`src/hdl/grc_pkg.sv`:
```
// shared types and constants for the grid rectangle cell replication block
// no dependencies
package grc_pkg;

  localparam int CFG_W   = 4;
  localparam int COORD_W = 17;
  localparam int ID_W    = 6;
  localparam int FIELD_W = 24;
  localparam int AXIS_W  = 3;

  typedef enum logic [1:0] {
    ACT_CLEAR = 2'd0,
    ACT_COUNT = 2'd1,
    ACT_PLACE = 2'd2,
    ACT_READ  = 2'd3
  } action_t;

  typedef struct packed {
    action_t           action;
    logic [AXIS_W-1:0] xs;
    logic [AXIS_W-1:0] ys;
    logic [AXIS_W-1:0] xe;
    logic [AXIS_W-1:0] ye;
    logic [ID_W-1:0]   query;
  } entry_t;

endpackage

```
`src/hdl/grc_if.sv`:
```
// request and result channel interfaces with valid/ready handshake
// depends on grc_pkg
interface grc_item_if;
  import grc_pkg::*;
  logic               valid;
  logic               ready;
  logic [1:0]         action;
  logic [COORD_W-1:0] x_low;
  logic [COORD_W-1:0] y_low;
  logic [COORD_W-1:0] x_high;
  logic [COORD_W-1:0] y_high;
  logic [ID_W-1:0]    query_cell;

  modport source (output valid, action, x_low, y_low, x_high, y_high, query_cell,
                  input ready);
  modport sink   (input valid, action, x_low, y_low, x_high, y_high, query_cell,
                  output ready);
endinterface


```
`src/hdl/grc_front.sv`:
```
// front end: accepts requests and maps rectangle corners to cell spans
// depends on grc_pkg and grc_item_if
module grc_front (
  grc_item_if.sink                   item,
  input  logic [grc_pkg::CFG_W-1:0]  n,
  output logic                       push_valid,
  input  logic                       push_ready,
  output grc_pkg::entry_t            push_data
);
  import grc_pkg::*;

  function automatic logic [AXIS_W-1:0] axis_cell(input logic [COORD_W-1:0] coord,
                                                  input logic [CFG_W-1:0] cnt);
    logic [COORD_W+CFG_W-1:0] prod;
    logic [CFG_W:0]           c;
    logic [CFG_W-1:0]         nm1;
    prod = (COORD_W+CFG_W)'(coord) * (COORD_W+CFG_W)'(cnt);
    c    = prod[COORD_W+CFG_W-1:COORD_W-1];
    nm1  = cnt - CFG_W'(1);
    if (c > (CFG_W+1)'(nm1)) begin
      c = (CFG_W+1)'(nm1);
    end
    return AXIS_W'(c);
  endfunction

  logic [AXIS_W-1:0] xs, ys, xe, ye;

  always_comb begin
    xs = axis_cell(item.x_low, n);
    ys = axis_cell(item.y_low, n);
    xe = axis_cell(item.x_high, n);
    ye = axis_cell(item.y_high, n);
    if (xe < xs) begin
      xe = xs;
    end
    if (ye < ys) begin
      ye = ys;
    end
    push_data.action = action_t'(item.action);
    push_data.xs     = xs;
    push_data.ys     = ys;
    push_data.xe     = xe;
    push_data.ye     = ye;
    push_data.query  = item.query_cell;
  end

  assign push_valid = item.valid;
  assign item.ready = push_ready;

endmodule

```
`src/flat_wrapper.sv`:
```
// flat-port wrapper written by rule: the top's interface ports become plain ports
module grc_front_flat import grc_pkg::*;
  (n, push_valid, push_ready, push_data, item_valid, item_action, item_x_low, item_y_low, item_x_high, item_y_high, item_query_cell, item_ready);
  grc_item_if item_i ();
  input  logic [grc_pkg::CFG_W-1:0] n;
  output logic push_valid;
  input  logic push_ready;
  output grc_pkg::entry_t push_data;
  input wire logic [$bits(item_i.valid)-1:0] item_valid;
  input wire logic [$bits(item_i.action)-1:0] item_action;
  input wire logic [$bits(item_i.x_low)-1:0] item_x_low;
  input wire logic [$bits(item_i.y_low)-1:0] item_y_low;
  input wire logic [$bits(item_i.x_high)-1:0] item_x_high;
  input wire logic [$bits(item_i.y_high)-1:0] item_y_high;
  input wire logic [$bits(item_i.query_cell)-1:0] item_query_cell;
  output wire logic [$bits(item_i.ready)-1:0] item_ready;
  assign item_i.valid = item_valid;
  assign item_i.action = item_action;
  assign item_i.x_low = item_x_low;
  assign item_i.y_low = item_y_low;
  assign item_i.x_high = item_x_high;
  assign item_i.y_high = item_y_high;
  assign item_i.query_cell = item_query_cell;
  assign item_ready = item_i.ready;
  grc_front u_core (.item(item_i), .n(n), .push_valid(push_valid), .push_ready(push_ready), .push_data(push_data));
endmodule
```
`config.mk`:
```
export PLATFORM = sky130hd
export DESIGN_NAME = grc_front_flat
export DESIGN_NICKNAME = d
export VERILOG_FILES = /design/src/hdl/grc_pkg.sv /design/src/hdl/grc_if.sv /design/src/hdl/grc_front.sv /design/src/flat_wrapper.sv
export SDC_FILE = /design/constraint.sdc
export NUM_CORES = 1
export LEC_CHECK = 0
export BUFFER_PORTS_ARGS = -buffer_cell sky130_fd_sc_hd__buf_2
export CORE_MARGIN = 3
export CORE_UTILIZATION = 55
export DETAILED_ROUTE_END_ITERATION = 16
export GPL_TIMING_DRIVEN = 0
export PLACE_DENSITY_LB_ADDON = 0.05
export SYNTH_ARGS = -nofsm -noshare
export SYNTH_HDL_FRONTEND = slang
export SYNTH_SLANG_ARGS = --single-unit
```
`constraint.sdc`:
```
create_clock -name vclk -period 19
set_input_delay 3.8 -clock vclk [all_inputs]
set_output_delay 3.8 -clock vclk [all_outputs]
set_load 0.01 [all_outputs]
```
# [Yosys cells after proc, flatten, opt, wreduce, memory -nomap -nowiden]
# Cells that the tools add are included.
[classes] mux=6 mul=4 addsub=1 n_lt_le_gt_ge=6
[ops] operator="$mul 17x4->21" count=4
[ops] operator="$gt 5x4->1" count=4
[ops] operator="$mux 3" count=6
[ops] operator="$lt 3x3->1" count=2
[ops] operator="$sub 4x1->4 const B" count=1
[word_totals] ff_bits=0 elab_cells=17 input_bits=82 output_inout_bits=22

# [Depth between registers and ports, before layout]
# Gate-level depths: netlist of run 1.
[depth] word_depth=5 depth_mapped=31 depth_no_buf=28

# [Worst setup path before layout of run 1]
# Ideal clock, no wire load.
[synth_path] path_type="input to output" start="input n[1] (netlist name)" end="output push_data[7] (netlist name)" cell_stages=29 path_buffers=3 required_time_ns=15.200 arrival_time_ns=9.492 slack_ns=5.708 path_cell_list="clkbuf_1 > clkbuf_1 > and2_1 > fa_1 > inv_1 > fa_1 > inv_1 > ha_1 > and3_1 > a221oi_1 > o31ai_4 > a21oi_1 > xnor2_1 > inv_1 > ha_1 > nor2b_1 > o21a_1 > o21a_1 > o21a_1 > nor4_1 > mux2_4 > or2_0 > clkbuf_1 > nand2_1 > o21ai_1 > ha_1 > a21o_1 > a211o_1 > a211oi_1"
[synth_lines] item="start: declaration" line_no="flat_wrapper.sv:5" rtl="input logic [grc_pkg::CFG_W-1:0] n;"
[synth_lines] item="end: declaration" line_no="flat_wrapper.sv:8" rtl="output grc_pkg::entry_t push_data;"

==> qor.yml, run 1 <==
run_status:
  outcome: "finished, final reports clean"
routing:
  vias_per_cell: 5.22
  vias: 6807
  met3_length_um: 878
  drt_iter0_drc: 244
  routedWlPerCell_um: 14.3
  wl_met1_um: 8300
  wl_met2_um: 9250
  drc: 0
  drt_first_pass_iters: 4
  highest_layer: "met5"
  drt-total-wl_um: 18700
  postRouteAntennaNets: 0
grt:
  antenna_found_initial: 2
  grt_overflow: 0
  grt_max_degree: 11
  grt_pass1_vias: 7082
  grt_pass1_wl_um: 32800
  grt_use_total_pct: 24.6
sta:
  worst_slew_pin_slew_ps: 786
  fin_crit_ps: 14900
  setup-tns-final_ps: 0
  timing.fmax_mhz: 67.1
  drv_slew: 0
  max_slew_margin_pct: 47.6
  hold_violations: 0
  rsz0062_at_grt: "no"
  period_share_pct: 78.4
  setup_viol: 0
worst_hold_path:
  min_path_type: "primary input to primary output"
  hold_end: "push_data[4]"
  hold_depth: 2
  min_from: "item_query_cell[4]"
logic_synthesis:
  yosys-top-cells-area: "fa_1 29%, ha_1 18%, and2_1 15%"
  syn_nets: 1343
  yosysWarnings: 0
  synth_cell_types: 57
  synth_area_per_cell_um2: 7.70
  yosys.area.top_type_share_pct: 29.2
  synth_area_um2: 7940
  synthCells: 1032
  ys_seq_area_share_pct: 0
  yosysTopAreaCell: "fa_1"
setup_path:
  crit_type: "primary input to primary output"
  path_max_fanout: 10
  endpoint_kind: "primary output"
  slowest_delay_ps: 670
  start_kind: "primary input"
  worstPathRequired_ps: 15200
  crit_slowest_cell: "clkbuf_1"
  cp_data_arrival_time_ps: 11100
floorplan:
  die_height_um: 126
  ios: 104
  num_rows: 43
  die-area_um2: 15900
  core_area_um2: 14000
  die_w_um: 126
  initial_core_util_pct: 56.8
cells_and_area:
  n_fill_cell: 1397
  area_delta_synth_final_pct: 8.70
  seq_cells: 0
  seqCellArea_um2: 0
  nets: 1438
  fin_util_pct: 61.7
  nClkBuffers: 0
  antennaDiodeCount: 0
  drive_gt1_share_pct: 9.96
job:
  cap_viol_max_count: 0
place:
  dp_hpwl_um: 16100
  io_buffers: 93
  gp_congestion: 0.850
power_and_ir_drop:
  power_w: 0.000481
  leakage_nw: 4.78
  peakVddDrop_mv: 0.105
  powerDensity_nw_per_um2: 55.7
clock_tree:
  post_cts_buffers: 0
  cts_resized: 0
  hold_buffers: 0
-- stage by stage --
step	cells	hold WS (ps)	cell area (µm²)	setup WS, ps
final	1305	7780	8630	4100
after CTS	1305	7780	8630	4080
after global placement	1305	7780	8630	4140
after global routing	1305	7790	8630	3510
after floorplan	1032	7690	7940	5710
after detailed placement	1305	7790	8630	4110
-- layout by cell type (no fill, tap or decap), types with 4 or more instances in the layout --
cell type and instances:
a2111oi_0 5, a211o_1 4, a211oi_1 7, a21o_1 9, a21oi_1 36, a31oi_1 5
and2_1 188, and3_1 5, buf_2 93, buf_4 10, clkbuf_1 28, fa_1 116
ha_1 113, inv_1 230, mux2i_1 4, nand2_1 103, nand2b_1 6, nand3_1 8
nand4_1 10, nor2_1 22, nor2b_1 9, nor3_1 8, nor4_1 4, o2111ai_1 4
o211ai_1 6, o21a_1 15, o21ai_0 18, o21ai_1 5, o21bai_1 4, or3_1 5
xnor2_1 9, xor2_1 5
-- final cells by class --
class              count  area (µm²)  area share (%)
multi-input cells    760        6880            79.7
inverters            232         871            10.1
repair buffers        93         465            5.39
well taps            180         225            2.61
plain buffers         40         188            2.17
-- cells in the mapped netlist, drive strengths merged, types with 4 or more instances --
library cell and number:
inv 231, and2 188, fa 116, ha 113
nand2 103, a21oi 37, clkbuf 28, o21ai 23
nor2 22, o21a 15, buf 12, nand4 10
a211oi 9, a21o 9, nor2b 9, xnor2 9
nand3 8, nor3 8, nand2b 6, o211ai 6
a2111oi 5, a31oi 5, and3 5, mux2i 5
or3 5, xor2 5, a211o 4, mux2 4
nor4 4, o2111ai 4, o21bai 4
-- critical path: cells and delay by family --
| kind | cells | cell delay, ps |
|---|---|---|
| buffers and inverters | 7 | 1940 |
| AND/OR/NAND/NOR | 6 | 1130 |
| AO/OA/AOI/OAI | 11 | 2010 |
| multiplexers | 1 | 230 |
| adder cells (fa/ha/maj) | 5 | 1810 |
| XOR/XNOR | 1 | 190 |
-- logic make-up after synthesis --
logic type	share of synthesized area, %
and+or+nand+nor	25.3
buffers and inverters	13.3
adders and majority gates	47.0
AOI/OAI and AO/OA	11.5
xor gates and xnor gates	1.54
muxes	1.29
-- how the worst max path moves through the flow --
| stage | startpoint | to | slack (ps) |
|---|---|---|---|
| 5_1_grt | n[1] | push_data[7] | 3510 |
| 3_3_place_gp | n[1] | push_data[7] | 4140 |
| 3_5_place_dp | n[1] | push_data[7] | 4110 |
| 6_report | n[1] | push_data[7] | 4100 |
| 2_1_floorplan | n[1] | push_data[7] | 5710 |
| 4_1_cts | n[1] | push_data[7] | 4080 |
-- routing by layer --
metal,vias to the layer above,global-route usage [%]
li1,3409,-
met4,4,2.90
met2,129,45.1
met5,-,0
met3,22,1.74
met1,3243,32.8
-- where the power goes --
part	switching (W)	leakage [nW]	total (W)	internal (W)
clock	0	0	0	0
sequential	0	0	0	0
combinational	0.000272	4.78	0.000481	0.000209
(Power assumes the default switching activity.)
==> inputs of run 2 (changes only) <==
--- a/config.mk
+++ b/config.mk
@@ -5,6 +5,7 @@
 export SDC_FILE = /design/constraint.sdc
 export NUM_CORES = 1
 export LEC_CHECK = 0
+export ABC_AREA = 1
 export BUFFER_PORTS_ARGS = -buffer_cell sky130_fd_sc_hd__buf_2
 export CORE_MARGIN = 3
 export CORE_UTILIZATION = 55
==> constraint.sdc (replaced) <==
create_clock -name vclk -period 13.05
set_input_delay 2.61 -clock vclk [all_inputs]
set_output_delay 2.61 -clock vclk [all_outputs]
set_load 0.01 [all_outputs]
==> qor.yml, run 2 <==
run_status:
  outcome: "finished, final reports clean"
grt:
  top_usage_layer: "met2"
  grt_max_degree: 11
  grt_pass1_vias: 8189
  gr-usage-met3_pct: 0.529
  grt_pass1_wl_um: 36500
  grt_use_total_pct: 24.1
  grt_overflow: 0
  grtUsageMet2_pct: 42.6
  antenna_found_initial: 0
  globalRouteMet1Util_pct: 33.6
sta:
  worst_slew_pin_slew_ps: 992
  setup-tns-final_ps: 0
  fin_crit_ps: 11680
  hold_violations: 0
  setup_ws_ps: 1370
  timing.fmax_mhz: 85.6
  drv_slew: 0
  setup_viol: 0
  period_share_pct: 89.5
  max_slew_margin_pct: 33.9
  rsz0062_at_grt: "no"
logic_synthesis:
  synth_area_um2: 8960
  ys_seq_area_share_pct: 0
  yosysTopAreaCell: "fa_1"
  yosysMostFrequentCell: "nand2_1"
  synth_cell_types: 30
  synth_area_per_cell_um2: 5.93
  yosysWarnings: 0
  synthCells: 1510
  yosys-top-cells-area: "fa_1 26%, nand2_1 21%, inv_1 21%"
  netlist_top_cells_count: "506 x nand2_1, 496 x inv_1, 116 x fa_1"
  syn_nets: 1821
  yosys.area.top_type_share_pct: 25.9
power_and_ir_drop:
  switching_share_pct: 62.0
  powerDensity_nw_per_um2: 79.6
  seqPwrFrac_pct: 0
  combPwrFrac_pct: 100.0
  p_int_w: 0.000293
  leakage_nw: 6.97
  pwr-share-clk_pct: 0
  peakVddDrop_mv: 0.0609
  power_w: 0.000771
  p_sw_w: 0.000477
routing:
  vias: 8579
  drc: 0
  drt_first_pass_iters: 5
  vias_per_cell: 4.72
  routedWlPerCell_um: 11.6
  drt-total-wl_um: 21000
  postRouteAntennaNets: 0
  drt_iter0_drc: 421
place:
  place_ws_ps: 1430
  dp_hpwl_um: 18200
  gp_congestion: 0.883
  io_buffers: 91
cells_and_area:
  layout_commonest_cell: "nand2_1"
  drive_gt1_share_pct: 7.31
  nClkBuffers: 0
  area_delta_synth_final_pct: 8.10
  nets: 1914
  fin_util_pct: 61.0
  seq_cells: 0
  mostFrequentLayoutCells: "506 x nand2_1, 496 x inv_1, 116 x fa_1"
  seqCellArea_um2: 0
  antennaDiodeCount: 0
setup_path:
  path_max_fanout: 10
  endpoint_kind: "primary output"
  cp_data_arrival_time_ps: 9070
  crit_family: "adder cells"
  crit_buf_inv: 7
  crit_type: "primary input to primary output"
  crit_slowest_cell: "buf_1"
  cpMostUsedCell: "nand2_1"
  cp_num_cells: 28
  start_kind: "primary input"
  slowest_delay_ps: 700
  worstPathRequired_ps: 10440
floorplan:
  num_rows: 46
  die_height_um: 134
  initial_core_util_pct: 56.4
  die_w_um: 134
  core_area_um2: 15900
  ios: 104
  die-area_um2: 17900
worst_hold_path:
  min_path_type: "primary input to primary output"
  hold_depth: 2
clock_tree:
  cts_resized: 0
  hold_buffers: 0
  post_cts_buffers: 0
job:
  cap_viol_max_count: 0
[run 2: cell types whose count changed after synthesis, sizes merged, moves of 8 or more]
cell | previous run | this run
nand3 | 8 | 38
nand2 | 103 | 514
inv | 231 | 496
buf | 12 | 20
nor2b | 9 | 0
a21o | 9 | 1
a21oi | 37 | 62
o21ai | 23 | 31
o21a | 15 | 2
a211oi | 9 | 0
and2 | 188 | 0
nor2 | 22 | 51
[run 2: path summary, 6_finish.rpt]
kind / start / to / slack (ps)
min: push_ready / item_ready / 5400
max: n[2] / push_data[11] / 1370
[run 2: cells by family (layout without fill, tap and decap cells)]
logic type | after synthesis | count (layout) | synth area share (%)
simple gates | 629 | 629 | 28.1
compound gates | 106 | 106 | 6.31
xor+xnor | 9 | 9 | 0.880
buf+inv | 537 | 628 | 23.1
fa+ha+maj | 229 | 229 | 41.7
[run 2: area by class of cell]
| cell class | instances | area [µm²] |
|---|---|---|
| Buffer | 41 | 204 |
| Fill cell | 1717 | 6200 |
| Inverter | 496 | 1860 |
| Multi-Input combinational cell | 973 | 6890 |
| Tap cell | 216 | 270 |
| Timing Repair Buffer | 91 | 455 |
[run 2: per-stage QoR]
step	hold slack (ps)	area, µm²	cells
final	5400	9690	1817
after global routing	5410	9690	1817
after global placement	5400	9690	1817
after CTS	5400	9690	1817
after floorplan	5310	8960	1510
after detailed placement	5400	9690	1817
[run 2: power by group through the flow]
stage / clock network, W / registers (W) / logic [W]
4_1_cts: 0 / 0 / 0.000777
3_3_place_gp: 0 / 0 / 0.000757
5_1_grt: 0 / 0 / 0.000899
3_5_place_dp: 0 / 0 / 0.000772
2_1_floorplan: 0 / 0 / 0.000572
6_report: 0 / 0 / 0.000771
[run 2: layer usage]
layer	wire [µm]	share of wire (%)
met1	9900	47
met2	9850	47
met3	719	3.4
met4	531	2.5
met5	0	0
