### config.mk
export PLATFORM = sky130hd
export DESIGN_NAME = grc_queue
export DESIGN_NICKNAME = d
export VERILOG_FILES = /design/src/hdl/grc_pkg.sv /design/src/hdl/grc_queue.sv
export SDC_FILE = /design/constraint.sdc
export NUM_CORES = 1
export LEC_CHECK = 0
export ABC_AREA = 1
export BUFFER_PORTS_ARGS = -buffer_cell sky130_fd_sc_hd__buf_2
export CAP_MARGIN = 20
export CORE_MARGIN = 2
export CORE_UTILIZATION = 40
export DETAILED_ROUTE_END_ITERATION = 10
export GPL_TIMING_DRIVEN = 0
export SETUP_SLACK_MARGIN = 0.4
export SYNTH_ARGS = -nofsm -noshare
export SYNTH_HDL_FRONTEND = slang
export SYNTH_SLANG_ARGS = --single-unit
### constraint.sdc
create_clock -name clk -period 4.4 [get_ports clk]
set_input_delay 0 -clock clk [delete_from_list [all_inputs] [get_ports clk]]
set_output_delay 0 -clock clk [all_outputs]
set_load 0.005 [all_outputs]
### src/hdl/grc_pkg.sv
// shared types and constants for the grid rectangle cell replication block
// no dependencies
package grc_pkg;

  localparam int CFG_W   = 4;
  localparam int COORD_W = 17;
  localparam int ID_W    = 6;
  localparam int FIELD_W = 24;
  localparam int AXIS_W  = 3;

  typedef enum logic [1:0] {
    ACT_CLEAR = 2'd0,
    ACT_COUNT = 2'd1,
    ACT_PLACE = 2'd2,
    ACT_READ  = 2'd3
  } action_t;

  typedef struct packed {
    action_t           action;
    logic [AXIS_W-1:0] xs;
    logic [AXIS_W-1:0] ys;
    logic [AXIS_W-1:0] xe;
    logic [AXIS_W-1:0] ye;
    logic [ID_W-1:0]   query;
  } entry_t;

endpackage

### src/hdl/grc_queue.sv
// two-entry queue between front end and cell engine
// depends on grc_pkg
module grc_queue (
  input  logic            clk,
  input  logic            rst,
  input  logic            push_valid,
  output logic            push_ready,
  input  grc_pkg::entry_t push_data,
  output logic            pop_valid,
  input  logic            pop_ready,
  output grc_pkg::entry_t pop_data
);
  import grc_pkg::*;

  entry_t     store [2];
  logic       wr_ptr;
  logic       rd_ptr;
  logic [1:0] fill;
  logic       do_push, do_pop;

  assign push_ready = (fill != 2'd2);
  assign pop_valid  = (fill != 2'd0);
  assign pop_data   = store[rd_ptr];
  assign do_push    = push_valid && push_ready;
  assign do_pop     = pop_valid && pop_ready;

  always_ff @(posedge clk) begin
    if (rst) begin
      wr_ptr <= 1'b0;
      rd_ptr <= 1'b0;
      fill   <= 2'd0;
    end else begin
      if (do_push) begin
        wr_ptr <= !wr_ptr;
      end
      if (do_pop) begin
        rd_ptr <= !rd_ptr;
      end
      if (do_push && !do_pop) begin
        fill <= fill + 2'd1;
      end else if (do_pop && !do_push) begin
        fill <= fill - 2'd1;
      end
    end
  end

  always_ff @(posedge clk) begin
    if (do_push) begin
      store[wr_ptr] <= push_data;
    end
  end

endmodule

Word level (Yosys, flattened, before mapping)
Memory sizes are Yosys's and may differ from the RTL's. A register that Yosys moved wholly into a read port is not among the register bits.
Index checks and enable logic that the tools add are counted.
Widths: inputs -> output; s select.
{"block": "op_classes", "add_sub_neg": 2, "mul": 0, "div_mod_pow": 0, "order_cmp": 0, "n_eq_ne": 1, "shift": 0, "muxes": 6, "n_bitwise": 0, "n_reduce_logical": 10}
{"cell": "$logic_and 1x1->1", "count": 4}
{"cell": "$logic_not 1->1", "count": 4}
{"cell": "$mux 1", "count": 4}
{"cell": "$mux 2", "count": 2}
{"cell": "$reduce_bool 2->1", "count": 2}
{"cell": "$add 2x1->2 const B", "count": 1}
{"cell": "$ne 2x2->1 const B", "count": 1}
{"cell": "$sub 2x1->2 const B", "count": 1}
{"block": "word_totals", "ff_bits": 4, "latch_bits": 0, "ram_bits": 40, "mem_bits_ro": 0, "in_bits": 24, "word_cells": 23, "n_memories": 1}
{"name": "store", "depth": 2, "width": 20, "read_ports": 1, "rd_clocked_by_memory_dff": 1, "write_ports": 1, "line_no": "grc_queue.sv:15", "text": "entry_t store [2];"}

Longest topological paths before layout
Gate-level depths: netlist (run 1).
{"block": "logic_depth", "word_depth": 6, "depth_mapped": 11}

Worst setup path before layout (run 1)
OpenSTA, ideal clock, no wires.
{"block": "synth_timing", "kind": "register to register", "startpoint": "register fill[0]", "endpoint": "memory store[1][0] (netlist name), enable pin", "arrival_ps": 1383, "path_slack_ps": 2621, "stages_incl_launch_ff": 5, "path_buffers": 0, "cell_sequence": "dfxtp_1 -> inv_2 -> nand2_2 -> nand2_2 -> nor2_1"}
{"block": "synth_between", "elab_chain_cells": 4}
{"element": "start, declared", "line_no": "grc_queue.sv:18", "text": "logic [1:0] fill;"}
{"element": "start signal, assigned", "line_no": "grc_queue.sv:40", "text": "fill <= fill + 2'd1;"}
{"element": "start signal, assigned", "line_no": "grc_queue.sv:42", "text": "fill <= fill - 2'd1;"}
{"element": "$ne 2x2->1", "line_no": "grc_queue.sv:21", "text": "assign push_ready = (fill != 2'd2);"}
{"element": "via push_ready", "line_no": "grc_queue.sv:7", "text": "output logic push_ready,"}
{"element": "$logic_and 1x1->1", "line_no": "grc_queue.sv:24", "text": "assign do_push = push_valid && push_ready;"}
{"element": "$mux 1", "line_no": "grc_queue.sv:48", "text": "if (do_push) begin"}
{"element": "$mux 1 (not written as such)", "line_no": "grc_queue.sv:49", "text": "store[wr_ptr] <= push_data;"}
{"element": "end, declared", "line_no": "grc_queue.sv:15"}
The timed path passes the listed nets, and every way through them passes these cells.

Worst setup path after layout (run 1)
{"block": "layout_timing", "startpoint": "register fill[0]", "endpoint": "memory store[1][16] (netlist name), enable pin"}
{"block": "layout_between", "elab_chain_cells": 4}
{"element": "$ne 2x2->1", "line_no": "grc_queue.sv:21"}
{"element": "$logic_and 1x1->1", "line_no": "grc_queue.sv:24"}
{"element": "$mux 1", "line_no": "grc_queue.sv:48"}
{"element": "$mux 1 (not written as such)", "line_no": "grc_queue.sv:49"}
No other way between the ends.

==> results.py, run 1 <==
metrics = {
    "hold_path": {
        "min_from": "pop_ready",
        "hold_class": "primary input to flip-flop",
    },
    "critical_path": {
        "critPathLaunch": "fill[0]",
        "crit_path_start_kind": "flip-flop",
        "endpoint_kind": "flip-flop",
        "critPathKind": "flip-flop to flip-flop",
        "path_buf_inv": 2,
        "r2r-end": "store[1][16]",
        "critPathMaxFanout": 12,
        "path_cells": "inv_2, nand2_2, nand2_2, nor2_2, buf_8",
        "critical_path_arrival_ps": 1490,
        "crit_top_cell": "nand2_2",
        "reg2reg_depth": 5,
        "critPathCapture": "store[1][16]",
        "path_depth": 5,
        "worst_path_dominant_cell_family": "simple AND/OR/NAND/NOR gates",
        "max_stage_delay_ps": 420,
        "reg2reg_slack_ps": 2910,
        "r2r-start": "fill[0]",
        "crit_slowest_cell": "nor2_2",
        "required_ps": 4390,
    },
    "global_routing": {
        "grt_pass1_wl_um": 4780,
        "first_global_vias": 1060,
        "track_usage_pct": 12.9,
        "overflow": 0,
        "antenna_found_initial": 0,
        "grt_max_degree": 14,
    },
    "synthesis": {
        "synth_top_family_by_area": "multiplexers",
        "synth.area.top_cells": "edfxtp_1, mux2_4, dfxtp_1, nand2_1, nor2_1",
        "synth_xor_area_share_pct": 0,
        "avgSynthCellArea_um2": 17.9,
        "synthFlopType": "edfxtp_1",
        "synth_fp_nets": 124,
        "ys_types": 14,
        "synth_most_common_cell": "edfxtp_1",
        "synth-async-reset-ratio_pct": 0,
        "synthAdderAreaFrac_pct": 0.708,
        "syn-instance-count": 99,
        "yosys.area_share.simple_pct": 4.60,
        "synth.largest_area_cell": "edfxtp_1",
        "synth-seq-cells": 45,
        "yosys-mux-area-fraction_pct": 17.0,
        "syn_area_um2": 1770,
        "netlist_top_cells_count": "edfxtp_1, mux2_4, nand2_1, nor2_1, inv_1",
        "synth_edf_count": 40,
        "yosysSeqAreaShare_pct": 73.6,
        "synth.top_cell.area_share_pct": 67.9,
        "yosysWarningCount": 0,
        "synth_compound_area_share_pct": 1.13,
    },
    "sta": {
        "max-slew-margin-rel_pct": 65.1,
        "slew_viol_final": 0,
        "clock.fmax_ghz": 0.670,
        "fin_ws_ps": 2910,
        "fin_crit_ps": 1490,
        "skew_ps": 8.56,
        "setup_viol": 0,
        "finalHoldViolCount": 0,
        "rsz0062_at_grt": "false",
        "min_period_over_period_pct": 33.9,
        "finalSetupTns_ps": 0,
        "tightestPinTransition_ps": 522,
    },
    "cells_and_area": {
        "drive_gt1_share_pct": 47.1,
        "fillerInstances": 361,
        "multi_input_area_um2": 419,
        "nNetsFinal": 199,
        "area_growth_syn_to_layout_pct": 36.2,
        "final_area_um2": 2410,
        "diodes": 0,
        "regArea_um2": 1300,
    },
    "clock_tree": {
        "cts_tree": "done",
        "worstSkewPairLatency_ps": 290,
        "clock_sinks": 45,
        "cts_resized": 0,
        "hold_buffers": 21,
        "cts_inserted_buffers": 5,
        "clk_path_buf_depth": 2,
        "post_cts_buffers": 0,
        "h-tree-depth": 2,
        "root_buffer": "clkbuf_8",
        "clk_pin_slew_ps": 80,
    },
    "die": {
        "io_pins": 46,
        "die_x_um": 70.5,
        "core_area_um2": 4290,
        "row_count": 24,
        "initial_core_util_pct": 41.2,
        "die_area_um2": 4970,
        "die_height_um": 70.5,
    },
    "power": {
        "pwr-share-comb_pct": 28.9,
        "pwr-share-clk_pct": 24.1,
        "power_mw": 1.20,
        "p_sw_share_pct": 25.6,
        "p_leak_nw": 0.992,
        "p_int_uw": 895,
        "max-vdd-ir-drop_mv": 0.280,
        "seqPwrFrac_pct": 46.9,
        "power.density_nw_per_um2": 499,
        "p_switching_uw": 307,
    },
    "detailed_routing": {
        "drc": 0,
        "wire_per_inst_um": 13.2,
        "vias": 1014,
        "drt_iter0_markers": 62,
        "first_pass_iters": 4,
        "drt-total-wl_um": 2980,
        "ant_nets": 0,
        "viasPerCell": 4.49,
    },
    "place": {
        "dpl_worst_slack_ps": 2850,
        "dpl_cell_area_um2": 2090,
        "dpl.hpwl_um": 2000,
        "gp_congestion": 0.707,
        "io_buffers": 45,
    },
    "status": {
        "status": "finished clean",
    },
    "flow_run": {
        "drv_cap": 0,
    },
}
## cell type report
| cell class | instances | area share, % |
|---|---|---|
| tap | 52 | 2.70 |
| clock inverter | 2 | 1.46 |
| sequential | 45 | 54.1 |
| buffer | 2 | 0.936 |
| multi-input combinational | 44 | 17.4 |
| inverter | 8 | 1.25 |
| clock buffer | 5 | 2.86 |
| timing repair buffer | 68 | 19.3 |
## flip-flops by register name, summed over array words and instances (netlist names), named ones only
signal,cells
rd_ptr,1
fill,2
store,40
wr_ptr,1
## how the worst min path moves through the flow
stage | slack, ps | end | depth (start not counted)
finish | 20 | flip-flop | 3
global route | 50 | rd_ptr | 3
CTS | 20 | flip-flop | 3
detailed placement | 190 | store[0][10] | 1
global placement | 190 | store[1][15] | 1
floorplan | 100 | store[0][0] | 0
## through the flow
stage | utilization, % | cells | hold slack, ps
finish | 56.1 | 226 | 20.4
global route | 56.1 | 226 | 49.7
CTS | 56.1 | 226 | 18.0
detailed placement | 48.7 | 198 | 193
global placement | 47.9 | 196 | 189
floorplan | - | 99 | 98.9
## logic make-up after synthesis
| family | after synthesis |
|---|---|
| buf+inv | 10 |
| compound gates | 4 |
| flops | 45 |
| fa+ha+maj | 1 |
| simple gates | 19 |
| mux | 20 |
## routing by layer
metal	vias to the layer above	part of all wire, %	track usage (%)
li1	509	-	-
met1	470	41	14.1
met2	30	53	22.9
met3	5	5.1	4.62
met4	0	1.5	4.49
met5	-	0	0
## worst register-to-register path, cell delays in order (launching register included)
cell	delay (ps)
dfxtp_1	350
inv_2	70
nand2_2	70
nand2_2	80
nor2_2	420
buf_8	220
## placed cells by master (no fill, tap or decap), drive strengths merged, types with 5 or more instances in the layout
master,instances
buf,49
clkbuf,5
dfxtp,5
dlygate4sd3,21
edfxtp,40
inv,8
mux2,20
nand2,9
nor2,7
## power groups by stage
| stage | registers [mW] | clock network (mW) | logic [mW] |
|---|---|---|---|
| global placement | 0.572 | 0 | 0.313 |
| floorplan | 0.569 | 0 | 0.220 |
| CTS | 0.565 | 0.297 | 0.356 |
| global route | 0.572 | 0.319 | 0.382 |
| detailed placement | 0.574 | 0 | 0.341 |
| finish | 0.564 | 0.290 | 0.348 |
No activity file was read; power rests on OpenSTA's default activity.
==> run 2, diff against run 1 <==
==> constraint.sdc (replaced) <==
create_clock -name clk -period 1.4 [get_ports clk]
set_input_delay 0 -clock clk [delete_from_list [all_inputs] [get_ports clk]]
set_output_delay 0 -clock clk [all_outputs]
set_load 0.005 [all_outputs]
==> run 2 against run 1 <==
Effect of this change: sequential share of layout area down 6.4 points; worst hold slack better by 11 ps; maximum frequency up 19%; non-clock buffer count up 14; register-to-register slack worse by 2800 ps; design area up 14%; critical path type unchanged; critical endpoint is now fill[1]; highest routed layer unchanged.
==> results.py, run 2 (synthesized netlist as in run 1, its figures left out) <==
metrics = {
    "clock_tree": {
        "cts_inserted_buffers": 5,
        "clk_pin_slew_ps": 70,
        "clk_path_buf_depth": 2,
        "clock_sinks": 45,
        "cts_tree": "done",
        "h-tree-depth": 2,
        "root_buffer": "clkbuf_8",
        "worstSkewPairLatency_ps": 290,
    },
    "power": {
        "pwr-share-comb_pct": 37.6,
        "seqPwrFrac_pct": 41.4,
        "power_mw": 4.41,
        "p_leak_nw": 1.12,
        "p_switching_mw": 1.18,
        "power.density_nw_per_um2": 1600,
        "p_int_mw": 3.23,
        "p_sw_share_pct": 26.8,
        "pwr-share-clk_pct": 21.0,
        "max-vdd-ir-drop_mv": 0.903,
    },
    "sta": {
        "fin_crit_ps": 1250,
        "setup_viol": 0,
        "clock.fmax_ghz": 0.800,
        "min_period_over_period_pct": 89.3,
        "skew_ps": 3.05,
        "fin_ws_ps": 150,
        "max-slew-margin-rel_pct": 85.8,
        "finalHoldViolCount": 0,
        "tightestPinTransition_ps": 212,
        "rsz0062_at_grt": "true",
        "slew_viol_final": 0,
    },
    "die": {
        "die_area_um2": 4970,
        "initial_core_util_pct": 41.2,
        "row_count": 24,
        "core_area_um2": 4290,
        "die_height_um": 70.5,
        "die_x_um": 70.5,
        "io_pins": 46,
    },
    "detailed_routing": {
        "drt_iter0_markers": 76,
        "vias": 1095,
        "first_pass_iters": 4,
        "viasPerCell": 4.51,
        "wire_per_inst_um": 13.7,
        "drt-total-wl_um": 3330,
        "drc": 0,
        "ant_nets": 0,
    },
    "global_routing": {
        "track_usage_pct": 14.9,
        "first_global_vias": 1179,
        "overflow": 0,
        "grt_pass1_wl_um": 5460,
        "grt_max_degree": 14,
        "antenna_found_initial": 0,
    },
    "cells_and_area": {
        "final_cell_mix": "edfxtp_1, buf_2, buf_6",
        "instances_no_fill": 243,
        "reg_top3": "store: 40 flops, fill: 2 flops",
        "layout_commonest_cell": "edfxtp_1",
        "drive_gt1_share_pct": 57.6,
        "largest_reg_flops": 40,
        "diodes": 0,
        "nNetsFinal": 215,
        "fillerInstances": 331,
        "area_growth_syn_to_layout_pct": 55.8,
        "regMostFlops": "store",
    },
    "status": {
        "status": "finished clean",
    },
    "critical_path": {
        "r2r-end": "fill[1]",
        "reg2reg_slack_ps": 150,
        "critPathKind": "flip-flop to flip-flop",
        "required_ps": 1590,
        "crit_path_start_kind": "flip-flop",
        "r2r-start": "fill[0]",
        "reg2reg_depth": 10,
        "critical_path_arrival_ps": 1440,
        "critPathLaunch": "fill[0]",
        "endpoint_kind": "flip-flop",
        "critPathMaxFanout": 6,
    },
    "place": {
        "dpl_worst_slack_ps": -26.5,
        "dpl.hpwl_um": 1930,
        "dp.cells": 196,
        "gp_congestion": 0.712,
        "io_buffers": 45,
    },
    "hold_path": {
        "whs_path_depth": 3,
        "whs_endpoint": "rd_ptr",
        "hold_class": "primary input to flip-flop",
        "min_from": "pop_ready",
    },
    "flow_run": {
        "drv_cap": 0,
    },
}
-- run 2: cell types whose count changed in the layout (fill, tap and decap cells not counted), moves of 3 or more --
cell     previous run  this run
nand2_1             7         4
buf_12              0         3
buf_6               2        24
nor2_4              0         5
dfxtp_1             5         1
dfxtp_4             0         3
buf_2              45        34
-- run 2: power by group through the flow --
stage,combinational (mW),sequential [mW],clock (mW)
floorplan,0.756,1.80,0
global placement,1.05,1.81,0
detailed placement,1.09,1.82,0
CTS,1.55,1.82,0.961
global route,1.79,1.85,1.01
finish,1.66,1.83,0.926
-- run 2: how the worst max path moves through the flow --
stage                         endpoint  slack (ps)
final                          fill[1]         150
after CTS                  pop_data[8]         120
after global placement    store[0][17]          -7
after floorplan            store[0][0]         170
after detailed placement  store[0][17]         -30
after global routing           fill[1]          80
-- run 2: what timing repair did --
item	4_1_cts	5_1_grt
gates resized for setup	36	10
buffers inserted	13	2
pin swaps	13	5
hold endpoints to repair	45	0
cloned	3	0
hold buffers	21	0
setup endpoints to repair	62	64
-- run 2: layout make-up --
class	count	area [um2]	share of cell area [%]
inverters	8	37.5	1.36
clock inverters	2	33.8	1.23
plain buffers	2	31.3	1.14
well taps	52	65.1	2.36
flip-flops and latches	45	1310	47.7
repair buffers	82	694	25.2
clock buffers	6	72.6	2.63
multi-input cells	46	507	18.4
-- run 2: per-layer routing --
layer | share of wire [%] | wire (um) | vias up | global-route usage [%]
met1 | 39 | 1290 | 517 | 16.2
met3 | 4.7 | 158 | 7 | 4.91
met5 | 0 | 0 | - | 0
met2 | 55 | 1830 | 28 | 26.9
li1 | - | - | 543 | -
met4 | 1.6 | 54 | 0 | 5.13
-- run 2: critical path: stages, from the launching register on --
cell and delay, ps:
dfxtp_2 340, inv_4 80, nand2_4 70, nand2_8 120
inv_6 40, ha_4 270, inv_2 40, nand3_2 50
nand2_1 50, inv_1 50, nor2_1 40
-- run 2: through the flow --
step                utilization (%)  setup TNS (ps)  hold slack, ps  instance area, um2
finish                         64.2               0            31.4                2760
global route                   64.2               0            69.2                2760
CTS                            63.0               0            15.5                2700
detailed placement             48.9            -532             191                2100
global placement               48.9            -129             189                2100
floorplan                         -               0            98.9                1810
