### src/hdl/grc_pkg.sv
// shared types and constants for the grid rectangle cell replication block
// no dependencies
package grc_pkg;

  localparam int CFG_W   = 4;
  localparam int COORD_W = 17;
  localparam int ID_W    = 6;
  localparam int FIELD_W = 24;
  localparam int AXIS_W  = 3;

  typedef enum logic [1:0] {
    ACT_CLEAR = 2'd0,
    ACT_COUNT = 2'd1,
    ACT_PLACE = 2'd2,
    ACT_READ  = 2'd3
  } action_t;

  typedef struct packed {
    action_t           action;
    logic [AXIS_W-1:0] xs;
    logic [AXIS_W-1:0] ys;
    logic [AXIS_W-1:0] xe;
    logic [AXIS_W-1:0] ye;
    logic [ID_W-1:0]   query;
  } entry_t;

endpackage

### src/hdl/grc_if.sv


interface grc_result_if;
  import grc_pkg::*;
  logic               valid;
  logic               ready;
  logic [ID_W-1:0]    cell_id;
  logic [FIELD_W-1:0] slot;
  logic [FIELD_W-1:0] cell_count;
  logic               last;

  modport source (output valid, cell_id, slot, cell_count, last, input ready);
  modport sink   (input valid, cell_id, slot, cell_count, last, output ready);
endinterface

### src/hdl/grc_back.sv
// cell engine: walks cell spans, updates counter and slot memories, drives results
// depends on grc_pkg and grc_result_if
module grc_back #(
  parameter int MAX_CELLS_PER_DIM = 8,
  parameter int COUNT_WIDTH       = 24
) (
  input  logic                      clk,
  input  logic                      rst,
  input  logic [grc_pkg::CFG_W-1:0] n,
  input  logic                      pop_valid,
  output logic                      pop_ready,
  input  grc_pkg::entry_t           pop_data,
  grc_result_if.source              result
);
  import grc_pkg::*;

  localparam int CELLS = MAX_CELLS_PER_DIM * MAX_CELLS_PER_DIM;
  localparam int IW    = (CELLS > 1) ? $clog2(CELLS) : 1;
  localparam int LW    = 2 * CFG_W;

  typedef enum logic [2:0] {
    S_IDLE  = 3'b001,
    S_READ  = 3'b010,
    S_WRITE = 3'b100
  } state_t;

  state_t                 state;
  entry_t                 cur;
  logic [AXIS_W-1:0]      x, y;
  logic [IW-1:0]          addr_q;
  logic [COUNT_WIDTH-1:0] cnt_mem [CELLS];
  logic [COUNT_WIDTH-1:0] pos_mem [CELLS];
  logic [CELLS-1:0]       cnt_vld, pos_vld;
  logic [COUNT_WIDTH-1:0] rd_cnt, rd_pos;

  logic                   o_valid;
  logic [ID_W-1:0]        o_id;
  logic [FIELD_W-1:0]     o_slot, o_count;
  logic                   o_last;

  logic [LW-1:0]          lin;
  logic [IW-1:0]          rd_addr;
  logic                   in_range;
  logic [COUNT_WIDTH-1:0] cnt_val, pos_val;
  logic                   at_end, emits, out_free, step, cnt_we, pos_we, clear_all;

  function automatic logic [COUNT_WIDTH-1:0] sat_inc(input logic [COUNT_WIDTH-1:0] v);
    return (&v) ? v : v + COUNT_WIDTH'(1);
  endfunction

  always_comb begin
    lin       = LW'(y) * LW'(n) + LW'(x);
    rd_addr   = (cur.action == ACT_READ) ? IW'(cur.query) : IW'(lin);
    in_range  = LW'(cur.query) < LW'(n) * LW'(n);
    cnt_val   = cnt_vld[addr_q] ? rd_cnt : '0;
    pos_val   = pos_vld[addr_q] ? rd_pos : '0;
    at_end    = (x == cur.xe) && (y == cur.ye);
    emits     = (cur.action == ACT_PLACE) || (cur.action == ACT_READ);
    out_free  = !o_valid || result.ready;
    step      = (state == S_WRITE) && (!emits || out_free);
    cnt_we    = step && (cur.action == ACT_COUNT);
    pos_we    = step && (cur.action == ACT_PLACE);
    pop_ready = (state == S_IDLE);
    clear_all = (state == S_IDLE) && pop_valid && (pop_data.action == ACT_CLEAR);
  end

  // control
  always_ff @(posedge clk) begin
    if (rst) begin
      state   <= S_IDLE;
      o_valid <= 1'b0;
      cnt_vld <= '0;
      pos_vld <= '0;
    end else begin
      if (step && emits) begin
        o_valid <= 1'b1;
      end else if (result.ready) begin
        o_valid <= 1'b0;
      end
      if (clear_all) begin
        cnt_vld <= '0;
        pos_vld <= '0;
      end
      if (cnt_we) begin
        cnt_vld[addr_q] <= 1'b1;
      end
      if (pos_we) begin
        pos_vld[addr_q] <= 1'b1;
      end
      unique case (state)
        S_IDLE: begin
          if (pop_valid && pop_data.action != ACT_CLEAR) begin
            state <= S_READ;
          end
        end
        S_READ: begin
          state <= S_WRITE;
        end
        S_WRITE: begin
          if (step) begin
            if (cur.action == ACT_READ || at_end) begin
              state <= S_IDLE;
            end else begin
              state <= S_READ;
            end
          end
        end
        default: begin
          state <= S_IDLE;
        end
      endcase
    end
  end

  // span walk and result payload
  always_ff @(posedge clk) begin
    if (state == S_IDLE && pop_valid) begin
      cur <= pop_data;
      x   <= pop_data.xs;
      y   <= pop_data.ys;
    end
    if (state == S_READ) begin
      addr_q <= rd_addr;
    end
    if (step) begin
      if (y < cur.ye) begin
        y <= y + AXIS_W'(1);
      end else begin
        y <= cur.ys;
        x <= x + AXIS_W'(1);
      end
    end
    if (step && emits) begin
      if (cur.action == ACT_READ) begin
        o_id    <= cur.query;
        o_slot  <= '0;
        o_count <= in_range ? FIELD_W'(cnt_val) : '0;
        o_last  <= 1'b1;
      end else begin
        o_id    <= ID_W'(addr_q);
        o_slot  <= FIELD_W'(pos_val);
        o_count <= '0;
        o_last  <= at_end;
      end
    end
  end

  // counter and slot memories
  always_ff @(posedge clk) begin
    if (state == S_READ) begin
      rd_cnt <= cnt_mem[rd_addr];
      rd_pos <= pos_mem[rd_addr];
    end
    if (cnt_we) begin
      cnt_mem[addr_q] <= sat_inc(cnt_val);
    end
    if (pos_we) begin
      pos_mem[addr_q] <= sat_inc(pos_val);
    end
  end

  assign result.valid      = o_valid;
  assign result.cell_id    = o_id;
  assign result.slot       = o_slot;
  assign result.cell_count = o_count;
  assign result.last       = o_last;

endmodule

### src/flat_wrapper.sv
// flat-port wrapper written by rule: the top's interface ports become plain ports
module grc_back_flat import grc_pkg::*;
#(
  parameter int MAX_CELLS_PER_DIM = 8,
  parameter int COUNT_WIDTH       = 24
)
  (clk, rst, n, pop_valid, pop_ready, pop_data, result_valid, result_cell_id, result_slot, result_cell_count, result_last, result_ready);
  grc_result_if result_i ();
  input  logic clk;
  input  logic rst;
  input  logic [grc_pkg::CFG_W-1:0] n;
  input  logic pop_valid;
  output logic pop_ready;
  input  grc_pkg::entry_t pop_data;
  output wire logic [$bits(result_i.valid)-1:0] result_valid;
  output wire logic [$bits(result_i.cell_id)-1:0] result_cell_id;
  output wire logic [$bits(result_i.slot)-1:0] result_slot;
  output wire logic [$bits(result_i.cell_count)-1:0] result_cell_count;
  output wire logic [$bits(result_i.last)-1:0] result_last;
  input wire logic [$bits(result_i.ready)-1:0] result_ready;
  assign result_valid = result_i.valid;
  assign result_cell_id = result_i.cell_id;
  assign result_slot = result_i.slot;
  assign result_cell_count = result_i.cell_count;
  assign result_last = result_i.last;
  assign result_i.ready = result_ready;
  grc_back #(.MAX_CELLS_PER_DIM(MAX_CELLS_PER_DIM), .COUNT_WIDTH(COUNT_WIDTH)) u_core (.clk(clk), .rst(rst), .n(n), .pop_valid(pop_valid), .pop_ready(pop_ready), .pop_data(pop_data), .result(result_i));
endmodule
### config.mk
export PLATFORM = sky130hd
export DESIGN_NAME = grc_back_flat
export DESIGN_NICKNAME = d
export VERILOG_FILES = /design/src/hdl/grc_pkg.sv /design/src/hdl/grc_if.sv /design/src/hdl/grc_back.sv /design/src/flat_wrapper.sv
export SDC_FILE = /design/constraint.sdc
export NUM_CORES = 2
export LEC_CHECK = 0
export BUFFER_PORTS_ARGS = -buffer_cell sky130_fd_sc_hd__buf_2
export CAP_MARGIN = 20
export CORE_ASPECT_RATIO = 1.75
export CORE_MARGIN = 3
export CORE_UTILIZATION = 25
export DETAILED_ROUTE_END_ITERATION = 7
export GPL_ROUTABILITY_DRIVEN = 0
export REMOVE_ABC_BUFFERS = 1
export SLEW_MARGIN = 20
export SYNTH_ARGS = -nofsm -noshare
export SYNTH_HDL_FRONTEND = slang
export SYNTH_SLANG_ARGS = --single-unit
### constraint.sdc
create_clock -name clk -period 8.25 [get_ports clk]
set_input_delay 0.825 -clock clk [delete_from_list [all_inputs] [get_ports clk]]
set_output_delay 0.825 -clock clk [all_outputs]
set_load 0.005 [all_outputs]
Word level (Yosys, flattened, before mapping)

Memory sizes are Yosys's and may differ from the RTL's. A register that Yosys moved wholly into a read port is not among the register bits.
Cells that the tools add are included.

Bits in registers: 216
Bits in writable memories: 3072
Input bits: 28
Output and inout bits: 57
Memories: 2

Memory list:

| memory         | words | bits a word | read ports | clocked after Yosys merged registers in | wr ports | line           | text |
|---|---|---|---|---|---|---|---|
| u_core.cnt_mem | 64    | 24          | 1          | 1                                       | 1        | grc_back.sv:31 | `logic [COUNT_WIDTH-1:0] cnt_mem [CELLS];` |
| u_core.pos_mem | 64    | 24          | 1          | 1                                       | 1        | grc_back.sv:32 | `logic [COUNT_WIDTH-1:0] pos_mem [CELLS];` |

Add/subtract/negate cells: 5
Multiply operators: 2
Magnitude comparators: 4
Equality and inequality tests: 10
Mux-type cells: 34
Bitwise operators: 2
Reductions and logical operators: 23

Operators with widths:

| operator                | number |
|---|---|
| $mux W64                | 6 |
| $or A64 B64 Y64         | 2 |
| $mux W24                | 4 |
| $add A24 B1 Y24 const B | 2 |
| $reduce_and A24 Y1      | 2 |
| $mux W3                 | 8 |
| $bmux W1 S6             | 2 |
| $mux W6                 | 2 |
| $logic_and A1 B1 Y1     | 9 |
| $mux W1                 | 9 |
| $pmux W3 S3             | 1 |
| $lt A6 B8 Y1            | 1 |
| $mul A4 B4 Y8           | 1 |
| $lt A6 B7 Y1 const B    | 1 |
| $add A3 B1 Y3 const B   | 2 |
| $add A6 B3 Y6           | 1 |
| $demux W1 S6            | 1 |
| $eq A3 B3 Y1            | 2 |
| $ge A6 B1 Y1 const B    | 1 |
| $mul A3 B4 Y6           | 1 |
| $reduce_bool A2 Y1      | 3 |
| $eq A2 B2 Y1 const B    | 2 |
| $logic_or A1 B1 Y1      | 4 |
| $ne A2 B1 Y1 const B    | 2 |
| 9 further kinds         | 11 |

Longest topological paths before layout

Word-level depth: 8
Depth in mapped cells: 19
Depth with buffers taken out: 14

Worst setup path after synthesis

OpenSTA, ideal clock, no wires.

Kind: flip-flop to flip-flop
From: register u_core.addr_q[2]
To: memory u_core.pos_mem[0][16], data pin
Library setup time: 0.768 ns
Data arrival time: 5.355 ns
Setup slack: 2.127 ns
Stages on the path, launching flop included: 17
Buffers on the path: 4
Period minus slack after synthesis: 6.123 ns
Cells stage by stage: edfxtp_1 -> buf_4 -> buf_2 -> buf_4 -> mux2i_1 -> a22oi_1 -> nand3_1 -> a31oi_1 -> a21oi_1 -> buf_4 -> nor2b_1 -> ha_1 -> nand2_1 -> nor3_1 -> and2_1 -> nor2_1 -> a311oi_1

Word-level cells in the longest chain between the ends: 5
Elaborated cells between the ends (all ways): 6
Classes of those cells: 1 x add/sub; 4 x mux; 1 x reduce/logical

RTL lines:

| element                                               | line            | text |
|---|---|---|
| start: declaration                                    | grc_back.sv:30  | `logic [IW-1:0] addr_q;` |
| start signal: assignment                              | grc_back.sv:123 | `addr_q <= rd_addr;` |
| $bmux W1 S6 *                                         | grc_back.sv:56  | `pos_val = pos_vld[addr_q] ? rd_pos : '0;` |
| $mux W1 (implied by the code) *                       | grc_back.sv:56  |  |
| $mux W24 *                                            | grc_back.sv:56  |  |
| named net u_core.pos_val[0]                           | grc_back.sv:44  | `logic [COUNT_WIDTH-1:0] cnt_val, pos_val;` |
| $add A24 B1 Y24 or $reduce_and A24 Y1 (tied branches) | grc_back.sv:48  | `return (&v) ? v : v + COUNT_WIDTH'(1);` |
| $mux W24 *                                            | grc_back.sv:48  |  |
| end: declaration                                      | grc_back.sv:32  |  |

The timed path passes the listed nets; every way through them passes the cells marked *. The select of a mux whose other input is x is not followed.

Worst setup path in the final report

From: register u_core.y[0]
To: register u_core.rd_cnt[18] (read register of u_core.cnt_mem), data pin

Word-level cells in the longest chain between the ends: 3

RTL lines:

| element                  | line            | text |
|---|---|---|
| start: declaration       | grc_back.sv:29  | `logic [AXIS_W-1:0] x, y;` |
| start signal: assignment | grc_back.sv:120 | `y <= pop_data.ys;` |
| start signal: assignment | grc_back.sv:127 | `y <= y + AXIS_W'(1);` |
| start signal: assignment | grc_back.sv:129 | `y <= cur.ys;` |
| $mul A3 B4 Y6            | grc_back.sv:52  | `lin = LW'(y) * LW'(n) + LW'(x);` |
| $add A6 B3 Y6            | grc_back.sv:52  |  |
| $mux W6                  | grc_back.sv:53  | `rd_addr = (cur.action == ACT_READ) ? IW'(cur.query) : IW'(lin);` |
| end: declaration         | grc_back.sv:34  | `logic [COUNT_WIDTH-1:0] rd_cnt, rd_pos;` |

No other way between the ends.
A chain may end at the register's enable or synchronous reset.

==> flow_summary.json <==
{
  "crit_type": "reg -> reg",
  "grt_max_degree": 148,
  "ioPinCount": 85,
  "maxCapViolations": 0,
  "slowest_delay_ns": 0.65,
  "fin_worst_skew_ns": 0.0623,
  "ys_async_sr_fraction_pct": 0,
  "synth-edff-count": 3201,
  "vias_per_cell": 4.91,
  "critical_path.top_delay_family": "adder cells",
  "synth_simple_gate_area_share_pct": 11.9,
  "h-tree-depth": 5,
  "min_period_ns": 6.54,
  "final_common_cell": "edfxtp_1",
  "whs_ns": 0.107,
  "num_rows": 351,
  "cp_num_buf_inv": 4,
  "nNetsFinal": 9467,
  "synth_area_leaders": "edfxtp_1, nand2_1, mux2i_1, nand3_1, a32oi_1",
  "netlist.area_leader.share_pct": 73.4,
  "synth_seq_cells": 3336,
  "crit_path_top_delay_cell": "xor2_1",
  "wire_per_inst_um": 25.4,
  "clock_latency_ns": 0.91,
  "cts.sinks": 3336,
  "die-area_um2": 533000,
  "numPortBuffers": 84,
  "drc": 0,
  "antenna_found_initial": 39,
  "clock_path_buffers": 4,
  "areaGrowthSynthToFinish_pct": 16.4,
  "layout_common_cells": "edfxtp_1, nand2_1, nand3_1, mux2i_1, a32oi_1",
  "worst_setup_path_start_kind": "flip-flop",
  "yosysTopAreaCell": "edfxtp_1",
  "core-area_um2": 522000,
  "cellPowerDensity_nw_per_um2": 376,
  "die_x_um": 553,
  "required_ns": 8.90,
  "crit_fanout": 147,
  "synth-main-ff-cell": "edfxtp_1",
  "final_util_pct": 29.2,
  "cts_root_buf": "clkbuf_16",
  "setup_viol": 0,
  "overflow": 0,
  "ctsResizeCount": 0,
  "postCtsSetupBuffers": 0,
  "initial_core_util_pct": 25.1,
  "hold_class": "in -> reg",
  "power_mw": 57.3,
  "synth_xor_area_share_pct": 0.354,
  "wl_um": 424000,
  "synth_top_family_by_area": "simple AND/OR/NAND/NOR gates",
  "p_leak_nw": 49.5,
  "path_cells": "nand2_1 > fa_1 > inv_1 > fa_1 > inv_1 > fa_1 > xor2_1 > o21a_4 > clkinv_16 > nor2_4 > buf_12 > a32oi_1 > a21oi_1 > o21ai_0 > and4_1",
  "synthMuxAreaShare_pct": 4.01,
  "status": "complete, no violations",
  "peakVddDrop_uv": 513,
  "period_share_pct": 79.2,
  "via_count": 81904,
  "endpoint_kind": "flip-flop",
  "synthAdderAreaFrac_pct": 0.290,
  "slew_headroom_pct": 6.93,
  "synth-compound-area-share_pct": 5.90,
  "layout-drive-gt1-share_pct": 11.9,
  "crit_arrival_ns": 7.18,
  "fillers": 51626,
  "netlist_area_um2": 131000,
  "avgSynthCellArea_um2": 14.1,
  "hold_violations": 0,
  "place_hpwl_um": 255000,
  "finalMaxSlewViolations": 0,
  "postSynthCellCount": 9258,
  "drtPass1Iterations": 6,
  "ant_nets": 0,
  "die_h_um": 964,
  "cp_common_cell": "fa_1",
  "cts-buffers-inserted": 324,
  "drt_iter0_drc": 8951,
  "max_freq_mhz": 153,
  "ys_types": 61,
  "tightest_slew_ns": 1.40,
  "yosysSeqAreaShare_pct": 75.4,
  "holdBufCountCts": 0,
  "grt_pass1_vias": 79029,
  "cts_tree": "done",
  "yosys_warnings": 0,
  "rsz0062_at_grt": "false",
  "grt_usage_pct": 15.2,
  "clk_pin_slew_worst_paths_ns": 0.07,
  "grt_pass1_wl_um": 592000
}
## synth_stat cells (all sizes together), types with 2 or more instances
| master | instances |
|---|---|
| edfxtp | 3201 |
| nand2 | 2240 |
| nand3 | 678 |
| mux2i | 453 |
| a32oi | 385 |
| a21oi | 368 |
| nor2 | 342 |
| clkbuf | 308 |
| buf | 290 |
| nand4 | 145 |
| dfxtp | 135 |
| o21ai | 108 |
| a311oi | 84 |
| and2 | 63 |
| a221oi | 62 |
| and3 | 56 |
| and4 | 50 |
| a211oi | 47 |
| xor2 | 31 |
| mux4 | 28 |
| ha | 24 |
| xnor2 | 22 |
| inv | 21 |
| nor2b | 19 |
| nor3 | 12 |
| nand2b | 11 |
| a21o | 9 |
| a22oi | 8 |
| a31oi | 8 |
| mux2 | 8 |
| nor3b | 8 |
| or3 | 5 |
| fa | 4 |
| nand3b | 3 |
| o31ai | 3 |
| a2111oi | 2 |
| a21boi | 2 |
| o21a | 2 |
## where the power goes
part	total [mW]	leakage (nW)	switching [mW]	internal (mW)
logic	23.0	14.0	16.8	6.18
registers	19.5	30.4	0.222	19.3
clock network	14.8	5.06	6.46	8.33
## cells by family after synthesis
| group | after synthesis |
|---|---|
| fa+ha+maj | 28 |
| flops | 3336 |
| mux | 489 |
| simple gates | 3635 |
| buf+inv | 620 |
| xor+xnor | 53 |
| compound gates | 1097 |
## final cells by class
type	count	area (um^2)	share of cell area, %
Sequential cell	3336	98800	64.8
Antenna cell	136	340	0.223
Inverter	22	121	0.0796
Clock inverter	177	1680	1.10
Tap cell	6883	8610	5.65
Timing Repair Buffer	425	3690	2.42
Multi-Input combinational cell	5302	30500	20.0
Clock buffer	401	8660	5.68
## through the flow
step | setup slack (ns) | instances | TNS, ns | cell area [um^2]
after floorplan | -45.35 | 8660 | -2204.96 | 128000
after global placement | 1.04 | 15954 | 0 | 141000
after detailed placement | 1.34 | 15963 | 0 | 142000
after CTS | 1.74 | 16541 | 0 | 152000
after global routing | 1.64 | 16674 | 0 | 152000
final | 1.71 | 16682 | 0 | 152000
## layer usage
| layer | GRT usage [%] | share of wire [%] | up-vias |
|---|---|---|---|
| met5 | 0 | 0.019 | - |
| met4 | 10.4 | 7.7 | 12 |
| met3 | 2.24 | 6.8 | 918 |
| met2 | 26.7 | 50 | 3731 |
| met1 | 17.0 | 35 | 41998 |
| li1 | - | - | 35245 |
## final timing paths
path	from	to	slack, ns	cells after the start
worst max-delay path	u_core.y[0]$_DFFE_PP_	u_core.rd_cnt[18]$_DFFE_PP_	1.71	15
worst min-delay path	pop_data[11]	u_core.cur[11]$_DFFE_PP_	0.11	1
worst max register to register	u_core.y[0]$_DFFE_PP_	u_core.rd_cnt[18]$_DFFE_PP_	1.71	15
worst min register to register	u_core.cnt_vld[38]$_SDFF_PP0_	u_core.cnt_vld[38]$_SDFF_PP0_	0.49	2
## state kept, by name, summed over array words and instances, names as in the netlist
| register | count |
|---|---|
| u_core.cnt_mem | 1536 |
| u_core.pos_mem | 1536 |
| u_core.cnt_vld | 64 |
| u_core.pos_vld | 64 |
| u_core.rd_cnt | 24 |
| u_core.rd_pos | 24 |
| u_core.result.cell_count | 24 |
| u_core.result.slot | 24 |
| u_core.cur | 17 |
| u_core.addr_q | 6 |
| u_core.result.cell_id | 6 |
| u_core.state | 3 |
| u_core.x | 3 |
| u_core.y | 3 |
| u_core.result.last | 1 |
| u_core.result.valid | 1 |
(Power assumes the default switching activity.)
